### config.mk
export PLATFORM = sky130hd
export DESIGN_NAME = dvt_cand_cell
export DESIGN_NICKNAME = d
export VERILOG_FILES = /design/src/rtl/dvt_pkg.sv /design/src/rtl/dvt_cand_cell.sv
export SDC_FILE = /design/constraint.sdc
export NUM_CORES = 1
export LEC_CHECK = 0
export ABC_AREA = 1
export BUFFER_PORTS_ARGS = -buffer_cell sky130_fd_sc_hd__buf_4
export CAP_MARGIN = 20
export CORE_MARGIN = 2
export CORE_UTILIZATION = 35
export DETAILED_ROUTE_END_ITERATION = 10
export SYNTH_ARGS = -nofsm -noshare
export SYNTH_HDL_FRONTEND = slang
export SYNTH_SLANG_ARGS = --single-unit
### constraint.sdc
create_clock -name clk -period 11.3 [get_ports clk]
set_clock_uncertainty 0.1 [all_clocks]
set_input_delay 0.565 -clock clk [delete_from_list [all_inputs] [get_ports clk]]
set_output_delay 0.565 -clock clk [all_outputs]
set_load 0.03 [all_outputs]
### src/rtl/dvt_pkg.sv
// Shared types, register codes and helpers of the detection vote tracker.
`timescale 1ns / 1ps

package dvt_pkg;

	localparam logic [9:0] VOTE_MAX = 10'd1023;

	typedef struct packed {
		logic [11:0] det_x;
		logic [11:0] det_y;
		logic [9:0]  det_radius;
		logic        last_in_frame;
	} det_t;

	typedef struct packed {
		logic        target_valid;
		logic [5:0]  target_label;
		logic [11:0] target_x;
		logic [11:0] target_y;
		logic [9:0]  target_radius;
		logic [9:0]  target_vote;
		logic        target_visible;
		logic        last_result;
	} res_t;

	typedef struct packed {
		logic [11:0] x;
		logic [11:0] y;
		logic [9:0]  radius;
		logic [9:0]  vote;
	} cand_t;

	typedef struct packed {
		logic [5:0]  label;
		logic [11:0] x;
		logic [11:0] y;
		logic [9:0]  radius;
		logic [9:0]  vote;
		logic        visible;
	} tgt_t;

	typedef enum logic [2:0] {
		CFG_MATCH_TOL   = 3'd0,
		CFG_PROMOTE_TOL = 3'd1,
		CFG_TARGET_TOL  = 3'd2,
		CFG_PROMOTE_THR = 3'd3,
		CFG_HIT_INC     = 3'd4,
		CFG_NEW_VOTE    = 3'd5,
		CFG_REVOTE      = 3'd6,
		CFG_MISS_PEN    = 3'd7
	} cfg_idx_t;

	typedef enum logic [1:0] {
		CAND_HOLD,
		CAND_VOTE,
		CAND_SHIFT
	} cand_op_t;

	typedef enum logic [2:0] {
		TGT_HOLD,
		TGT_CLEAR,
		TGT_CONFIRM,
		TGT_PENALTY,
		TGT_SHIFT
	} tgt_op_t;

	typedef struct packed {
		cand_op_t    op;
		logic [11:0] px;
		logic [11:0] py;
		logic [7:0]  tol;
		logic [7:0]  inc;
	} cand_ctrl_t;

	typedef struct packed {
		tgt_op_t     op;
		logic [11:0] px;
		logic [11:0] py;
		logic [7:0]  tol;
		logic [7:0]  miss;
	} tgt_ctrl_t;

	function automatic logic in_tol(input logic [11:0] a, input logic [11:0] b,
		input logic [7:0] tol);
		logic [11:0] d;
		d = (a > b) ? (a - b) : (b - a);
		return d <= {4'd0, tol};
	endfunction

endpackage

### src/rtl/dvt_cand_cell.sv
// One candidate cell: holds one candidate, votes on a broadcast detection, shifts down.
`timescale 1ns / 1ps

module dvt_cand_cell import dvt_pkg::*; (
	input  logic       clk,
	input  cand_ctrl_t ctrl,
	input  logic       active,
	input  logic       load,
	input  cand_t      load_data,
	input  cand_t      next_data,
	output cand_t      data,
	output logic       hit
);

	cand_t       data_q;
	logic [10:0] sum;

	assign data = data_q;
	assign hit  = active && in_tol(ctrl.px, data_q.x, ctrl.tol)
		&& in_tol(ctrl.py, data_q.y, ctrl.tol);
	assign sum  = {1'b0, data_q.vote} + {3'd0, ctrl.inc};

	always_ff @(posedge clk) begin
		if (load) begin
			data_q <= load_data;
		end else if (ctrl.op == CAND_SHIFT) begin
			data_q <= next_data;
		end else if (ctrl.op == CAND_VOTE && hit) begin
			// Votes saturate at the top of the 10-bit range.
			data_q.vote <= sum[10] ? VOTE_MAX : sum[9:0];
		end
	end

endmodule

After elaboration in Yosys (flattened, before gate mapping)
Index checks and enable logic that the tools add are counted.

$add $sub $neg: 5. Magnitude comparators: 4. Equality and inequality tests: 2. Muxes and demuxes: 7. Reduce and logical (&&, ||, !) cells: 5.

Operator list (count): subtractor 12 bit (4); two-way mux 44 bit (1); two-way mux 34 bit (1); two-way mux 10 bit (3); > comparator 12 bit (2); <= comparator 12 x 8 -> 1 bit (2); two-way mux 12 bit (2); adder 10 x 8 -> 11 bit (1); logical AND 1 bit (3); nonzero test 3 bit (1); equality test 2 x 1 -> 1 bit (second input constant) (1); equality test 2 bit (second input constant) (1); nonzero test 2 bit (1).

Flip-flop bits (word level): 44. Bits of input ports: 133. Logic and storage cells: 27.

Depth between registers and ports, before layout
Depth after elaboration: 9. Depth in mapped cells: 30. Mapped depth without buffers: 30.

Worst setup path after synthesis
Ideal clock, no wire load.

Path kind: input to output. From: input port ctrl[16] in the netlist's numbering. To: output port hit. Arrival time: 3.383 ns. Data required time: 10.635 ns. Setup slack: 7.252 ns. Cell stages on the path: 27. Buffers on the path: 0. Cell sequence: inv_1 > ha_1 > inv_1 > fa_1 > nand3_1 > nand2_1 > nand3_2 > nand3_2 > nand2_4 > inv_6 > o21ai_2 > nand2_2 > o21ai_2 > xnor2_1 > inv_1 > ha_1 > nand2_1 > nor2_1 > nand4_1 > nand2_1 > nand2_1 > nor2_1 > nand2_1 > inv_1 > nand2_1 > nor2_2 > and2_1.

Longest elaborated chain between the ends: 4.

RTL lines: start: declaration (line dvt_cand_cell.sv:6) `input cand_ctrl_t ctrl,`; subtractor 12 bit or > comparator 12 bit (tied branches) (line dvt_pkg.sv:86) `d = (a > b) ? (a - b) : (b - a);`; two-way mux 12 bit * (line dvt_pkg.sv:86); <= comparator 12 x 8 -> 1 bit * (line dvt_pkg.sv:87) `return d <= {4'd0, tol};`; logical AND 1 bit * (line dvt_cand_cell.sv:20) `&& in_tol(ctrl.py, data_q.y, ctrl.tol);`; end: declaration (line dvt_cand_cell.sv:12) `output logic hit`.

Every way passes the cells marked *; elsewhere a longest branch is shown, timed or not.

Final worst setup path
From: register data_q (netlist bit data[32]). To: output port hit.

Longest elaborated chain between the ends: 5.

RTL lines: start: declaration (line dvt_cand_cell.sv:15) `cand_t data_q;`; start signal: assignment (line dvt_cand_cell.sv:25) `data_q <= load_data;`; start signal: assignment (line dvt_cand_cell.sv:27) `data_q <= next_data;`; subtractor 12 bit or > comparator 12 bit (tied branches) (line dvt_pkg.sv:86); two-way mux 12 bit * (line dvt_pkg.sv:86); <= comparator 12 x 8 -> 1 bit * (line dvt_pkg.sv:87); logical AND 1 bit * (line dvt_cand_cell.sv:19) `assign hit = active && in_tol(ctrl.px, data_q.x, ctrl.tol)`; logical AND 1 bit * (line dvt_cand_cell.sv:20).

Marks and branches as above.

==> reports/metrics.cfg <==
[floorplanning]
dieWidth_um=127
die_height_um=127
coreArea_sq_um=15000
initial_core_util_pct=35.5
rows=45
die_area_sq_um=16200
io_pins=178

[timing]
hold_viol=0
drv_slew=0
worst_pin_slew_ns=0.662
slew_headroom_pct=55.8
setup_viol=0
fin_setup_tns_ns=0
worst_slack_ns=6.65
min_period_ns=4.65
max_freq_ghz=0.215
rsz0062_at_grt=no
period_share_pct=41.1

[yosys]
syn-instance-count=799
yosysTopAreaCellShare_pct=24.8
ys_warn_count=0
syn_nets=1007
yosysTopAreaCell=edfxtp_1
synth-edff-count=44
synthDistinctLibCells=39
synthFlopType=edfxtp_1
synth_area_sq_um=5330
synth-seq-cells=44
synth.area.top_cells=edfxtp_1 25%, nand2_1 20%, ha_1 16%, inv_1 9.8%, a21oi_1 4.2%
ys_seq_area_share_pct=24.8
avgSynthCellArea_sq_um=6.67
synthArstFlopShare_pct=0

[place]
pre_cts_slack_ns=6.73
port_buffers=177
place_area_sq_um=6860
dp_hpwl_um=13100
gp_congestion=0.949

[route]
drtAntennaViolNets=0
drc=0
routedWlPerCell_um=13.4
vias_per_cell=4.73
num_vias=5501
firstDrtPassIters=5
drt-initial-drc-count=287
wl_um=15600

[worst_setup_path]
crit_required_ns=10.64
crit_start=data[32]
reg2reg_to=data[7]
endpoint_kind=output pin
crit_arrival_ns=3.98
path_cells=ha_1, inv_1, fa_1, nand3_1, nand3_1, nand3_1, nand3_2, nand2_4, mux2i_1, xnor2_1, inv_1, ha_1, a21oi_1, nor2_1, nor3_1, a21oi_1, nor2_1, nand2_1, inv_1, nand2_1, nor2_2, and2_1, buf_4
crit_slowest_cell=edfxtp_1
cp_max_fo=9
slowest_delay_ns=0.44
rr_worst_depth=23
ff2ff_setup_slack_ns=7.01
worstReg2RegStart=data[32]
critPathLaunchType=flop
critical_path_class=reg -> out

[cts]
cts_tree=built
root_buffer=clkbuf_16
numCtsBuffers=5
ctsResizeCount=0
clock_latency_ns=0.29
cts_max_level=2
hold_buffers=0
clk_pin_slew_worst_paths_ns=0.06
cts_sinks=44
postCtsSetupBuffers=0
clk_path_buf_depth=2

[grt]
grtUsageTotal_pct=19.4
grt_max_degree=54
grt_first_pass_wirelength_um=25500
grt_antenna_before_repair=0
grt_pass1_vias=5292
grt_overflow=0

[pwr]
power_density_nw_per_um2=116
ir_worst_vdd_v=0.0000539
leakage_nw=3.91
finalPower_mw=0.815

[min_path]
hold_path_depth=3
hold_class=in -> reg
worstHoldStart=next_data[19]
min_to=data[19]

[final_layout]
utilization_pct=46.6
nets=1181
drive_gt1_share_pct=21.5
largest_reg_flops=44
final_common_cell=nand2_1
num-fill-cells=1581
final_cell_mix=291 x nand2_1, 178 x buf_4, 139 x inv_1
area_growth_pct=31.3
fin_area_sq_um=7000
antenna_cells=0

[job]
drv_cap=0

[outcome]
status=finished clean

[power breakdown]
part,switching (mW),internal (mW)
Sequential,0.0151,0.204
Clock,0.0618,0.0826
Combinational,0.271,0.180
[critical path: cells and delay by family (launching register included)]
kind            cells  cell delay, ns
simple gates       12            1.35
fa+ha+maj           3            0.90
flops               1            0.44
buf+inv             4            0.35
mux                 1            0.27
compound gates      2            0.22
xor+xnor            1            0.15
[area by class of cell]
class | count | area (sq um) | share of cell area, %
clock inverters | 1 | 8.76 | 0.125
inverters | 142 | 539 | 7.70
multi-input cells | 602 | 3430 | 49.0
clock buffers | 7 | 133 | 1.89
flip-flops and latches | 44 | 1320 | 18.9
repair buffers | 178 | 1340 | 19.1
well taps | 188 | 235 | 3.36
[how the worst max path moves through the flow]
stage / cells past startpoint / end / slack, ns
floorplan: 27 / hit / 7.25
global placement: 29 / hit / 6.80
detailed placement: 25 / hit / 6.73
CTS: 23 / hit / 6.65
global route: 24 / hit / 6.35
finish: 23 / hit / 6.65
[stage by stage]
stage          cells  hold WS, ns
2_1_floorplan    799        0.644
3_3_place_gp    1154        0.636
3_5_place_dp    1154        0.655
4_1_cts         1162        0.431
5_1_grt         1162        0.441
6_report        1162        0.436
[cells by family (layout without fill, tap and decap cells)]
group / Yosys count / after routing / synth area share (%)
flops: 44 / 44 / 24.8
buf+inv: 153 / 328 / 10.9
compound gates: 99 / 99 / 10.2
fa+ha+maj: 75 / 75 / 18.3
xor+xnor: 16 / 16 / 2.63
simple gates: 406 / 406 / 32.0
mux: 6 / 6 / 1.13
[routing by layer]
metal | routed length [um] | GRT usage, % | vias to the layer above | share of wire (%)
li1 | - | - | 2897 | -
met1 | 7020 | 25.8 | 2420 | 45
met2 | 7260 | 32.4 | 172 | 47
met3 | 1100 | 4.31 | 12 | 7.1
met4 | 180 | 3.94 | 0 | 1.2
met5 | 0 | 0 | - | 0
[Yosys cell counts (2+ instances only)]
cell type,instances
nand2_1,291
o21ai_0,34
a21o_1,2
nand3_1,43
buf_2,2
nand4_1,10
fa_1,5
o21ai_2,2
nor2_2,3
edfxtp_1,44
a31oi_1,2
nand3_2,5
clkbuf_1,9
nor2_4,2
nor2_1,38
inv_1,139
nand2_4,2
ha_1,70
o22ai_1,3
a21oi_1,45
xnor2_1,9
o21bai_1,5
nor3_1,3
or2_2,2
xor2_1,7
mux2i_1,6
nand2_2,4
No activity file was read; power rests on OpenSTA's default activity.
