--- config.mk ---
export PLATFORM = sky130hd
export DESIGN_NAME = dvt_tgt_cell
export DESIGN_NICKNAME = d
export VERILOG_FILES = /design/src/rtl/dvt_pkg.sv /design/src/rtl/dvt_tgt_cell.sv
export SDC_FILE = /design/constraint.sdc
export NUM_CORES = 1
export LEC_CHECK = 0
export ABC_AREA = 1
export BUFFER_PORTS_ARGS = -buffer_cell sky130_fd_sc_hd__buf_2
export CORE_MARGIN = 5
export CORE_UTILIZATION = 24
export DETAILED_ROUTE_END_ITERATION = 12
export MAX_ROUTING_LAYER = met4
export PLACE_DENSITY_LB_ADDON = 0.08
export SYNTH_ARGS = -nofsm -noshare
export SYNTH_HDL_FRONTEND = slang
export SYNTH_SLANG_ARGS = --single-unit
--- constraint.sdc ---
create_clock -name clk -period 3.8 [get_ports clk]
set_clock_uncertainty 0.05 [all_clocks]
set_input_delay 0.38 -clock clk [delete_from_list [all_inputs] [get_ports clk]]
set_output_delay 0.38 -clock clk [all_outputs]
set_load 0.05 [all_outputs]
--- src/rtl/dvt_pkg.sv ---
// Shared types, register codes and helpers of the detection vote tracker.
`timescale 1ns / 1ps

package dvt_pkg;

	localparam logic [9:0] VOTE_MAX = 10'd1023;

	typedef struct packed {
		logic [11:0] det_x;
		logic [11:0] det_y;
		logic [9:0]  det_radius;
		logic        last_in_frame;
	} det_t;

	typedef struct packed {
		logic        target_valid;
		logic [5:0]  target_label;
		logic [11:0] target_x;
		logic [11:0] target_y;
		logic [9:0]  target_radius;
		logic [9:0]  target_vote;
		logic        target_visible;
		logic        last_result;
	} res_t;

	typedef struct packed {
		logic [11:0] x;
		logic [11:0] y;
		logic [9:0]  radius;
		logic [9:0]  vote;
	} cand_t;

	typedef struct packed {
		logic [5:0]  label;
		logic [11:0] x;
		logic [11:0] y;
		logic [9:0]  radius;
		logic [9:0]  vote;
		logic        visible;
	} tgt_t;

	typedef enum logic [2:0] {
		CFG_MATCH_TOL   = 3'd0,
		CFG_PROMOTE_TOL = 3'd1,
		CFG_TARGET_TOL  = 3'd2,
		CFG_PROMOTE_THR = 3'd3,
		CFG_HIT_INC     = 3'd4,
		CFG_NEW_VOTE    = 3'd5,
		CFG_REVOTE      = 3'd6,
		CFG_MISS_PEN    = 3'd7
	} cfg_idx_t;

	typedef enum logic [1:0] {
		CAND_HOLD,
		CAND_VOTE,
		CAND_SHIFT
	} cand_op_t;

	typedef enum logic [2:0] {
		TGT_HOLD,
		TGT_CLEAR,
		TGT_CONFIRM,
		TGT_PENALTY,
		TGT_SHIFT
	} tgt_op_t;

	typedef struct packed {
		cand_op_t    op;
		logic [11:0] px;
		logic [11:0] py;
		logic [7:0]  tol;
		logic [7:0]  inc;
	} cand_ctrl_t;

	typedef struct packed {
		tgt_op_t     op;
		logic [11:0] px;
		logic [11:0] py;
		logic [7:0]  tol;
		logic [7:0]  miss;
	} tgt_ctrl_t;

	function automatic logic in_tol(input logic [11:0] a, input logic [11:0] b,
		input logic [7:0] tol);
		logic [11:0] d;
		d = (a > b) ? (a - b) : (b - a);
		return d <= {4'd0, tol};
	endfunction

endpackage

--- src/rtl/dvt_tgt_cell.sv ---
// One target cell: holds one target, checks confirmations, applies the miss penalty.
`timescale 1ns / 1ps

module dvt_tgt_cell import dvt_pkg::*; (
	input  logic      clk,
	input  tgt_ctrl_t ctrl,
	input  logic      active,
	input  logic      load,
	input  tgt_t      load_data,
	input  tgt_t      next_data,
	output tgt_t      data,
	output logic      near
);

	tgt_t       data_q;
	logic       seen_q;
	logic [9:0] pen_vote;
	logic [9:0] fin_vote;

	assign data = data_q;
	assign near = active && in_tol(ctrl.px, data_q.x, ctrl.tol)
		&& in_tol(ctrl.py, data_q.y, ctrl.tol);

	assign pen_vote = (data_q.vote > {2'd0, ctrl.miss}) ? (data_q.vote - {2'd0, ctrl.miss})
		: 10'd0;
	assign fin_vote = seen_q ? data_q.vote : pen_vote;

	always_ff @(posedge clk) begin
		if (load) begin
			data_q <= load_data;
		end else begin
			case (ctrl.op)
				TGT_SHIFT: data_q <= next_data;
				TGT_PENALTY: begin
					if (active) begin
						data_q.vote    <= fin_vote;
						data_q.visible <= data_q.visible && (fin_vote != 10'd0);
					end
				end
				default: data_q <= data_q;
			endcase
		end
		case (ctrl.op)
			TGT_CLEAR:   seen_q <= 1'b0;
			TGT_CONFIRM: seen_q <= seen_q || near;
			default:     seen_q <= seen_q;
		endcase
	end

endmodule

### Word level (Yosys, flattened, before mapping)

Index checks and enable logic that the tools add are counted.

| word-level totals | value |
|---|---|
| bits in registers | 52 |
| input port bits | 148 |
| output and inout bits | 52 |
| word-level logic and storage cells | 40 |

| cells by class | value |
|---|---|
| add/sub/neg operators | 5 |
| order comparisons | 5 |
| equality and inequality tests | 5 |
| muxes and demuxes | 9 |
| reduce and logical (&&, ||, !) cells | 9 |

Operator list:

| cell | count |
|---|---|
| 51-bit 2-to-1 mux | 1 |
| 12-bit subtractor | 4 |
| 40-bit 2-to-1 mux | 1 |
| 12-bit > comparator | 2 |
| 12-bit by 8-bit <= comparator with 1-bit output | 2 |
| 12-bit 2-to-1 mux | 2 |
| 11-bit case mux with 2 select lines | 1 |
| 10-bit 2-to-1 mux | 2 |
| 11-bit 2-to-1 mux | 1 |
| 10-bit by 8-bit > comparator with 1-bit output | 1 |
| 10-bit nonzero test | 1 |
| 10-bit by 8-bit subtractor with 10-bit output | 1 |
| 3-bit by 2-bit equality test with 1-bit output (second input constant) | 2 |
| 2-bit nonzero test | 2 |
| 3-bit by 1-bit equality test with 1-bit output (second input constant) | 1 |
| 3-bit equality test (second input constant) | 1 |
| 1-bit logical AND | 3 |
| 3-bit inequality test (second input constant) | 1 |
| 3-bit nonzero test | 1 |
| 1-bit case mux with 2 select lines | 1 |
| 2-bit AND reduction | 1 |
| 1-bit logical OR | 1 |

### Depth between registers and ports, before layout

Gate-level depths: netlist of run 1.

| depth | value |
|---|---|
| depth after elaboration | 8 |
| gate-level depth with buffers | 29 |
| gate-level depth less buffers | 29 |

### Worst setup path after synthesis of run 1

OpenSTA, ideal clock, no wires.

| path | value |
|---|---|
| path type | reg2out |
| start | register data_q, in the netlist data[33] |
| end | output near |
| arrival | 3.600 ns |
| data required time | 3.370 ns |
| path slack | -0.230 ns |
| stages on the path, launching flop included | 28 |
| buffers on the path | 1 |
| cells stage by stage | edfxtp_1 > ha_1 > inv_1 > fa_1 > inv_1 > o21ai_1 > nand2_1 > nand2_2 > nand2_2 > nand2_2 > nand2_4 > buf_6 > nand2_1 > o21ai_2 > xnor2_1 > inv_1 > ha_1 > a21oi_1 > nor2_1 > nor3_1 > nand2_1 > nand2_1 > nand2_1 > nor2_1 > nand3_1 > nor2_2 > nand3_2 > inv_1 |

| on the way | value |
|---|---|
| word-level cells in the longest chain between the ends | 5 |
| elaborated cells between the ends (all ways) | 7 |
| those cells by class | 2 x add/sub; 2 x order compare; 1 x mux; 2 x reduce/logical |

Ends and longest elaborated chain:

| what | line | source |
|---|---|---|
| start: declaration | dvt_tgt_cell.sv:15 | `tgt_t data_q;` |
| start signal: assignment | dvt_tgt_cell.sv:30 | `data_q <= load_data;` |
| start signal: assignment | dvt_tgt_cell.sv:33 | `TGT_SHIFT: data_q <= next_data;` |
| start signal: assignment | dvt_tgt_cell.sv:40 | `default: data_q <= data_q;` |
| 12-bit subtractor or 12-bit > comparator (tied branches) | dvt_pkg.sv:86 | `d = (a > b) ? (a - b) : (b - a);` |
| 12-bit 2-to-1 mux (*) | dvt_pkg.sv:86 |  |
| 12-bit by 8-bit <= comparator with 1-bit output (*) | dvt_pkg.sv:87 | `return d <= {4'd0, tol};` |
| 1-bit logical AND (*) | dvt_tgt_cell.sv:21 | `assign near = active && in_tol(ctrl.px, data_q.x, ctrl.tol)` |
| 1-bit logical AND (*) | dvt_tgt_cell.sv:22 | `&& in_tol(ctrl.py, data_q.y, ctrl.tol);` |
| end: declaration | dvt_tgt_cell.sv:12 | `output logic near` |

Mark *: on every way between the ends. The rest lies on a longest branch, timed or not.

### Worst setup path after layout of run 1

Same ends and word-level chain as after synthesis.

==> metrics.txt, run 1 <==
drt wl/cell 14.15 µm; sequential area share after synthesis 26.04%; DRC viols 0; DPL Wire Length 18510 µm; vias in the first global route 6622; CTS HTree Levels 2; Final Cell Area 8279 µm²; Slowest cell on crit path edfxtp_1; CP bufs+invs 6; WL final 21390 µm; die area 28240 µm²; EDFF count, synth 52; Tmin final 4.189 ns; register-to-register setup slack -0.09 ns; CTS Sinks 52; share of the synthesized area in the top cell type 26.04%; fmax 0.2387 GHz; Die X 168.1 µm; leading post-synthesis cells by cell area edfxtp_1 (26%), nand2_1 (20%), ha_1 (15%); GRT Overall Usage 15.33%; Worst-Margin Slew 0.9583 ns; placed inst area 7931 µm²; Seq cells post-synth 52; first-pass GRT wire length 33870 µm; reg-to-reg endpoint seen_q; antenna violations before repair 6; Yosys warning count 0; number of I/O pins 200; post-place setup slack -0.2263 ns; GRT overflow 0; Final Cycle Share 110.2%; layout cells sized above 1 29.61%; WL met3 1090 µm; Post-layout nets 1404; Pwr per Cell Area 354.9 nW/µm²; final setup margin -0.3890 ns; Max Buffers Root-to-Sink 2; Die H 168.1 µm; syn_nets 1127; max-slew violations 0; TritonRoute pass-1 iters 5; highest metal used met4; Fillers 2748; area of the mapped netlist 5996 µm²; met2 WL 10180 µm; sequential cell area 1562 µm²; worst reg2reg path depth 28; reg2reg start data[33]; CP max stage delay 0.39 ns; count leader, synth nand2_1; leading area contributor after synthesis edfxtp_1; Initial Utilization 24.51%; Synth Instances 904; Worst Min Path Start next_data[45]; crit path kind flop to output pin; multi-input logic area 3906 µm²; RSZ-0062 raised after global routing yes; Num CTS Buffers 5; Setup crit end kind output pin; worst rel slew slack 36.11%; WHS Path Cells 3; Starting DRT DRC Count 213; static leakage 4.523 nW; list of most frequent post-synthesis cells nand2_1 (317), inv_1 (146), ha_1 (70); ys flop type edfxtp_1; maximum VDD drop 0.0001766 V; # port buffers 199; row count 57; average size of a mapped cell 6.632 µm²; HP Class primary input to flop; Max FO, Critical Path 7; root buffer cell clkbuf_16; TritonCTS clock tree yes; Req. time, crit path 3.37 ns; Core Box Area 24460 µm²; largest net degree at the start of global routing 41; routed vias/inst 4.296; DR vias 6496; met1 wire length 9993 µm; Placed Instances 1489; hold endpoint data[45]; max_cap viols 0; later-pin clock latency in the skew report 0.31 ns; CP dominant cell by count nand2_1; antenna-violating nets left 0; failing checks setup timing; cell family with most CP delay simple AND/OR/NAND/NOR gates; CTS clk-pin slew, worst paths 0.08 ns; Final setup violation count 2; gp weighted congestion 0.8548; CP Data Arrival Time 3.76 ns; final core utilization 33.84%; async set-reset flop share out of synthesis 0%; status finished with violations; Distinct cells, synth 38; Area growth syn-to-layout 38.08%; Startpoint Class flop; final hold viol count 0; post-route insts no fill 1512
flip-flops by register name, summed over array words and instances (netlist names):
register,count
data,51
seen_q,1
stage by stage:
stage               hold slack (ns)  power (W)  setup TNS (ns)
floorplan                    0.5086   0.001802        -0.09965
global placement             0.5967   0.002389         -0.1812
detailed placement           0.5997   0.002378         -0.2335
CTS                          0.2598   0.002938         -0.4481
global route                 0.2647   0.003226          -1.142
finish                       0.2789   0.002938         -0.4747
timing repair:
item,CTS,global route
pin swaps,6,15
gates resized for setup,8,13
endpoints found under the setup margin,1,2
hold buffers,0,0
buffers inserted,5,4
metal layers:
layer  global-route usage, %  vias to the layer above
li1                        -                     3445
met1                   19.76                     2889
met2                   25.61                      154
met3                   3.048                        8
met4                   2.223                        0
met5                       -                        -
worst register-to-register path, delay by kind of cell, from the launching register on:
kind	cells	cell delay, ns
adder cells (fa/ha/maj)	3	0.86
AND/OR/NAND/NOR	13	1.04
AO/OA/AOI/OAI	4	0.37
flip-flops	1	0.39
multiplexers	1	0.32
buffers and inverters	7	0.72
cell families (layout without fill, tap and decap cells):
logic type	Yosys count	in the layout	share of synthesized area (%)
xor+xnor	16	16	2.337
other cells	0	6	0
simple gates	471	471	33.03
compound gates	123	123	11.44
mux	1	1	0.1878
flops	52	52	26.04
buf+inv	166	444	10.68
fa+ha+maj	75	75	16.28
cell type report:
class | count | area share [%]
Tap cell | 324 | 4.896
Multi-Input combinational cell | 686 | 47.18
Sequential cell | 52 | 18.86
Antenna cell | 6 | 0.1814
Clock buffer | 5 | 1.511
Clock inverter | 3 | 0.3476
Timing Repair Buffer | 286 | 20.15
Inverter | 150 | 6.876
worst max path at each step:
| stage | startpoint | to | cells past startpoint | slack [ns] |
|---|---|---|---|---|
| after CTS | data[33] | near | 28 | -0.44 |
| final | data[33] | near | 26 | -0.39 |
| after global placement | ctrl[28] | near | 27 | -0.18 |
| after detailed placement | ctrl[28] | near | 27 | -0.23 |
| after floorplan | data[33] | near | 27 | -0.1 |
| after global routing | data[33] | near | 28 | -0.71 |
placed cells by master, fill, tap and decap left out, drive strengths merged:
| master | synthesis | final |
|---|---|---|
| a21boi | 2 | 2 |
| a21o | 1 | 1 |
| a21oi | 50 | 50 |
| a31oi | 2 | 2 |
| and2 | 1 | 1 |
| buf | 2 | 286 |
| clkbuf | 14 | 5 |
| clkinv | 1 | 1 |
| clkinvlp | 0 | 1 |
| diode | 0 | 6 |
| edfxtp | 52 | 52 |
| fa | 5 | 5 |
| ha | 70 | 70 |
| inv | 149 | 151 |
| mux2 | 1 | 1 |
| nand2 | 328 | 328 |
| nand3 | 49 | 49 |
| nand3b | 3 | 3 |
| nand4 | 18 | 18 |
| nor2 | 67 | 67 |
| nor3 | 4 | 4 |
| nor3b | 1 | 1 |
| o21a | 3 | 3 |
| o21ai | 57 | 57 |
| o21bai | 7 | 7 |
| o22ai | 1 | 1 |
| xnor2 | 4 | 4 |
| xor2 | 12 | 12 |
power by group:
group | internal (W) | switching (W) | leakage [nW]
Clock | 0.000255 | 0.000253 | 0.0768
Combinational | 0.000662 | 0.00102 | 3.93
Sequential | 0.000706 | 0.0000435 | 0.516
No activity file was read; power rests on OpenSTA's default activity.
==> run 2: changes to the inputs <==
--- a/config.mk
+++ b/config.mk
@@ -7,6 +7,8 @@
 export LEC_CHECK = 0
 export ABC_AREA = 1
 export BUFFER_PORTS_ARGS = -buffer_cell sky130_fd_sc_hd__buf_2
+export CELL_PAD_IN_SITES_DETAIL_PLACEMENT = 0
+export CELL_PAD_IN_SITES_GLOBAL_PLACEMENT = 1
 export CORE_MARGIN = 5
 export CORE_UTILIZATION = 24
 export DETAILED_ROUTE_END_ITERATION = 12
==> run 2 against run 1 <==
Net effect: the flow still finishes with violations (setup timing); non-clock buffer count grew 3; utilization about the same; worst hold slack improved by 0.0015 ns; largest cell class unchanged.
==> metrics.txt, run 2 (synthesis results as in run 1) <==
DPL Wire Length 19350 µm (+4.5%); GRT Overall Usage 15.91% (+0.57 points); WL final 22270 µm (+4.1%); Die X 168.1 µm (unchanged); Tmin final 4.194 ns (+0.005230 ns); vias in the first global route 6657 (+0.53%); maximum VDD drop 0.0001699 V (-3.8%); commonest non-fill, non-tap cells in the layout nand2_1 (315), buf_2 (198), inv_1 (142); hold buffer count at CTS 0 (unchanged); Worst-Margin Slew 1.264 ns (+0.3055 ns); status finished with violations; static leakage 4.548 nW (+0.54%); TritonCTS clock tree yes; TNS Setup -0.3942 ns (+0.08049 ns); failing checks setup timing; DR vias 6427 (-1.1%); later-pin clock latency in the skew report 0.31 ns (about the same); HP Class primary input to flop; first-pass GRT wire length 35000 µm (+3.3%); layout cells sized above 1 29.34% (-0.27 points); final setup margin -0.3942 ns (-0.005230 ns); CTS Sinks 52 (unchanged); CTS HTree Levels 2 (unchanged); CTS clk-pin slew, worst paths 0.09 ns (about the same); DRC viols 0 (unchanged); Num CTS Buffers 5 (unchanged); worst rel slew slack 15.65% (-20 points); Die H 168.1 µm (unchanged); Req. time, crit path 3.37 ns (about the same); GRT overflow 0 (unchanged); Core Box Area 24460 µm² (unchanged); row count 57 (unchanged); Max FO, Critical Path 6 (-1); most common cell after layout, fill and taps aside nand2_1; largest net degree at the start of global routing 41 (unchanged); Max Buffers Root-to-Sink 2 (unchanged); # port buffers 199 (unchanged); max-slew violations 0 (unchanged); post-place setup slack -0.2336 ns (-0.007362 ns); antenna violations before repair 4 (-2); RSZ-0062 raised after global routing yes; gp weighted congestion 0.8731 (+2.1%); crit path kind flop to output pin; die area 28240 µm² (unchanged); final hold viol count 0 (unchanged); Starting DRT DRC Count 240 (+13%); Final Cycle Share 110.4% (+0.14 points); Area growth syn-to-layout 38.06% (about the same); Initial Utilization 24.51% (unchanged); max reg flops 51 (unchanged); Setup crit end kind output pin; root buffer cell clkbuf_16; Post-layout nets 1408 (+0.28%); antenna-violating nets left 0 (unchanged); drt wl/cell 14.70 µm (+3.9%); fmax 0.2384 GHz (-0.12%); Pwr per Cell Area 354.5 nW/µm² (-0.11%); Final setup violation count 1 (-1); TritonRoute pass-1 iters 4 (-1); max_cap viols 0 (unchanged); number of I/O pins 200 (unchanged); routed vias/inst 4.242 (-1.3%); CP Data Arrival Time 3.76 ns (about the same); Startpoint Class flop
==> run 2: worst max-delay path: stages, from the launching register on <==
cell,delay (ns)
edfxtp_1,0.39
ha_2,0.20
inv_2,0.05
fa_2,0.41
inv_2,0.07
o21ai_2,0.06
nand2_1,0.08
nand2_2,0.06
nand2_2,0.08
nand2_4,0.10
nand2_8,0.12
buf_4,0.11
mux2_2,0.32
ha_1,0.28
a21oi_1,0.14
o21ai_1,0.08
nand2_1,0.06
nand2_1,0.05
nand2_1,0.09
nand2_1,0.05
nor2_1,0.11
nand3_1,0.09
nor2_2,0.12
nand3_2,0.10
clkinvlp_4,0.10
buf_12,0.13
==> run 2: path summary, 6_finish.rpt <==
| check | cells past startpoint | end | from | slack, ns |
|---|---|---|---|---|
| min | 3 | data[12] | next_data[12] | 0.28 |
| min reg2reg | 4 | data[0] | data[0] | 0.74 |
| max | 25 | near | data[33] | -0.39 |
| max reg2reg | 26 | seen_q | data[33] | 0.01 |
==> run 2: area by class of cell <==
cell class	instances	area [µm²]
clock buffer	5	125.1
fill	2783	16180
multi-input combinational	687	3887
clock inverter	3	26.28
timing repair buffer	289	1690
tap	324	405.4
antenna	5	12.51
sequential	52	1562
inverter	150	569.3
==> run 2: what timing repair did <==
action,CTS,global route
buffers inserted,1,5
cloned,0,1
pin swaps,0,13
resized for setup,4,15
hold endpoints to repair,0,0
endpoints found under the setup margin,1,2
==> run 2: stage by stage <==
| stage | area (µm²) | instances | total power, W | util (%) | hold WS [ns] |
|---|---|---|---|---|---|
| after global placement | 7976 | 1495 | 0.002415 | 32.61 | 0.5977 |
| after CTS | 8157 | 1504 | 0.002933 | 33.34 | 0.2642 |
| after floorplan | 6005 | 904 | 0.001802 | - | 0.5086 |
| after global routing | 8275 | 1514 | 0.003205 | 33.83 | 0.2791 |
| final | 8278 | 1515 | 0.002934 | 33.84 | 0.2803 |
| after detailed placement | 7976 | 1495 | 0.002402 | 32.61 | 0.5975 |
==> run 2: layer usage <==
metal  up-vias  global-route usage (%)  part of all wire (%)
met1      2800                   20.81                    47
met2       154                   25.94                    46
li1       3464                       -                     -
met4         0                   2.047                  0.65
met5         -                       -                     0
met3         9                   3.658                   6.2
==> run 2: where the power goes <==
group / leakage (nW) / total [W] / internal [W] / switching, W
Clock: 0.0748 / 0.000500 / 0.000252 / 0.000248
Sequential: 0.516 / 0.000751 / 0.000706 / 0.0000451
Combinational: 3.96 / 0.00168 / 0.000659 / 0.00102
Total: 4.55 / 0.00293 / 0.00162 / 0.00132
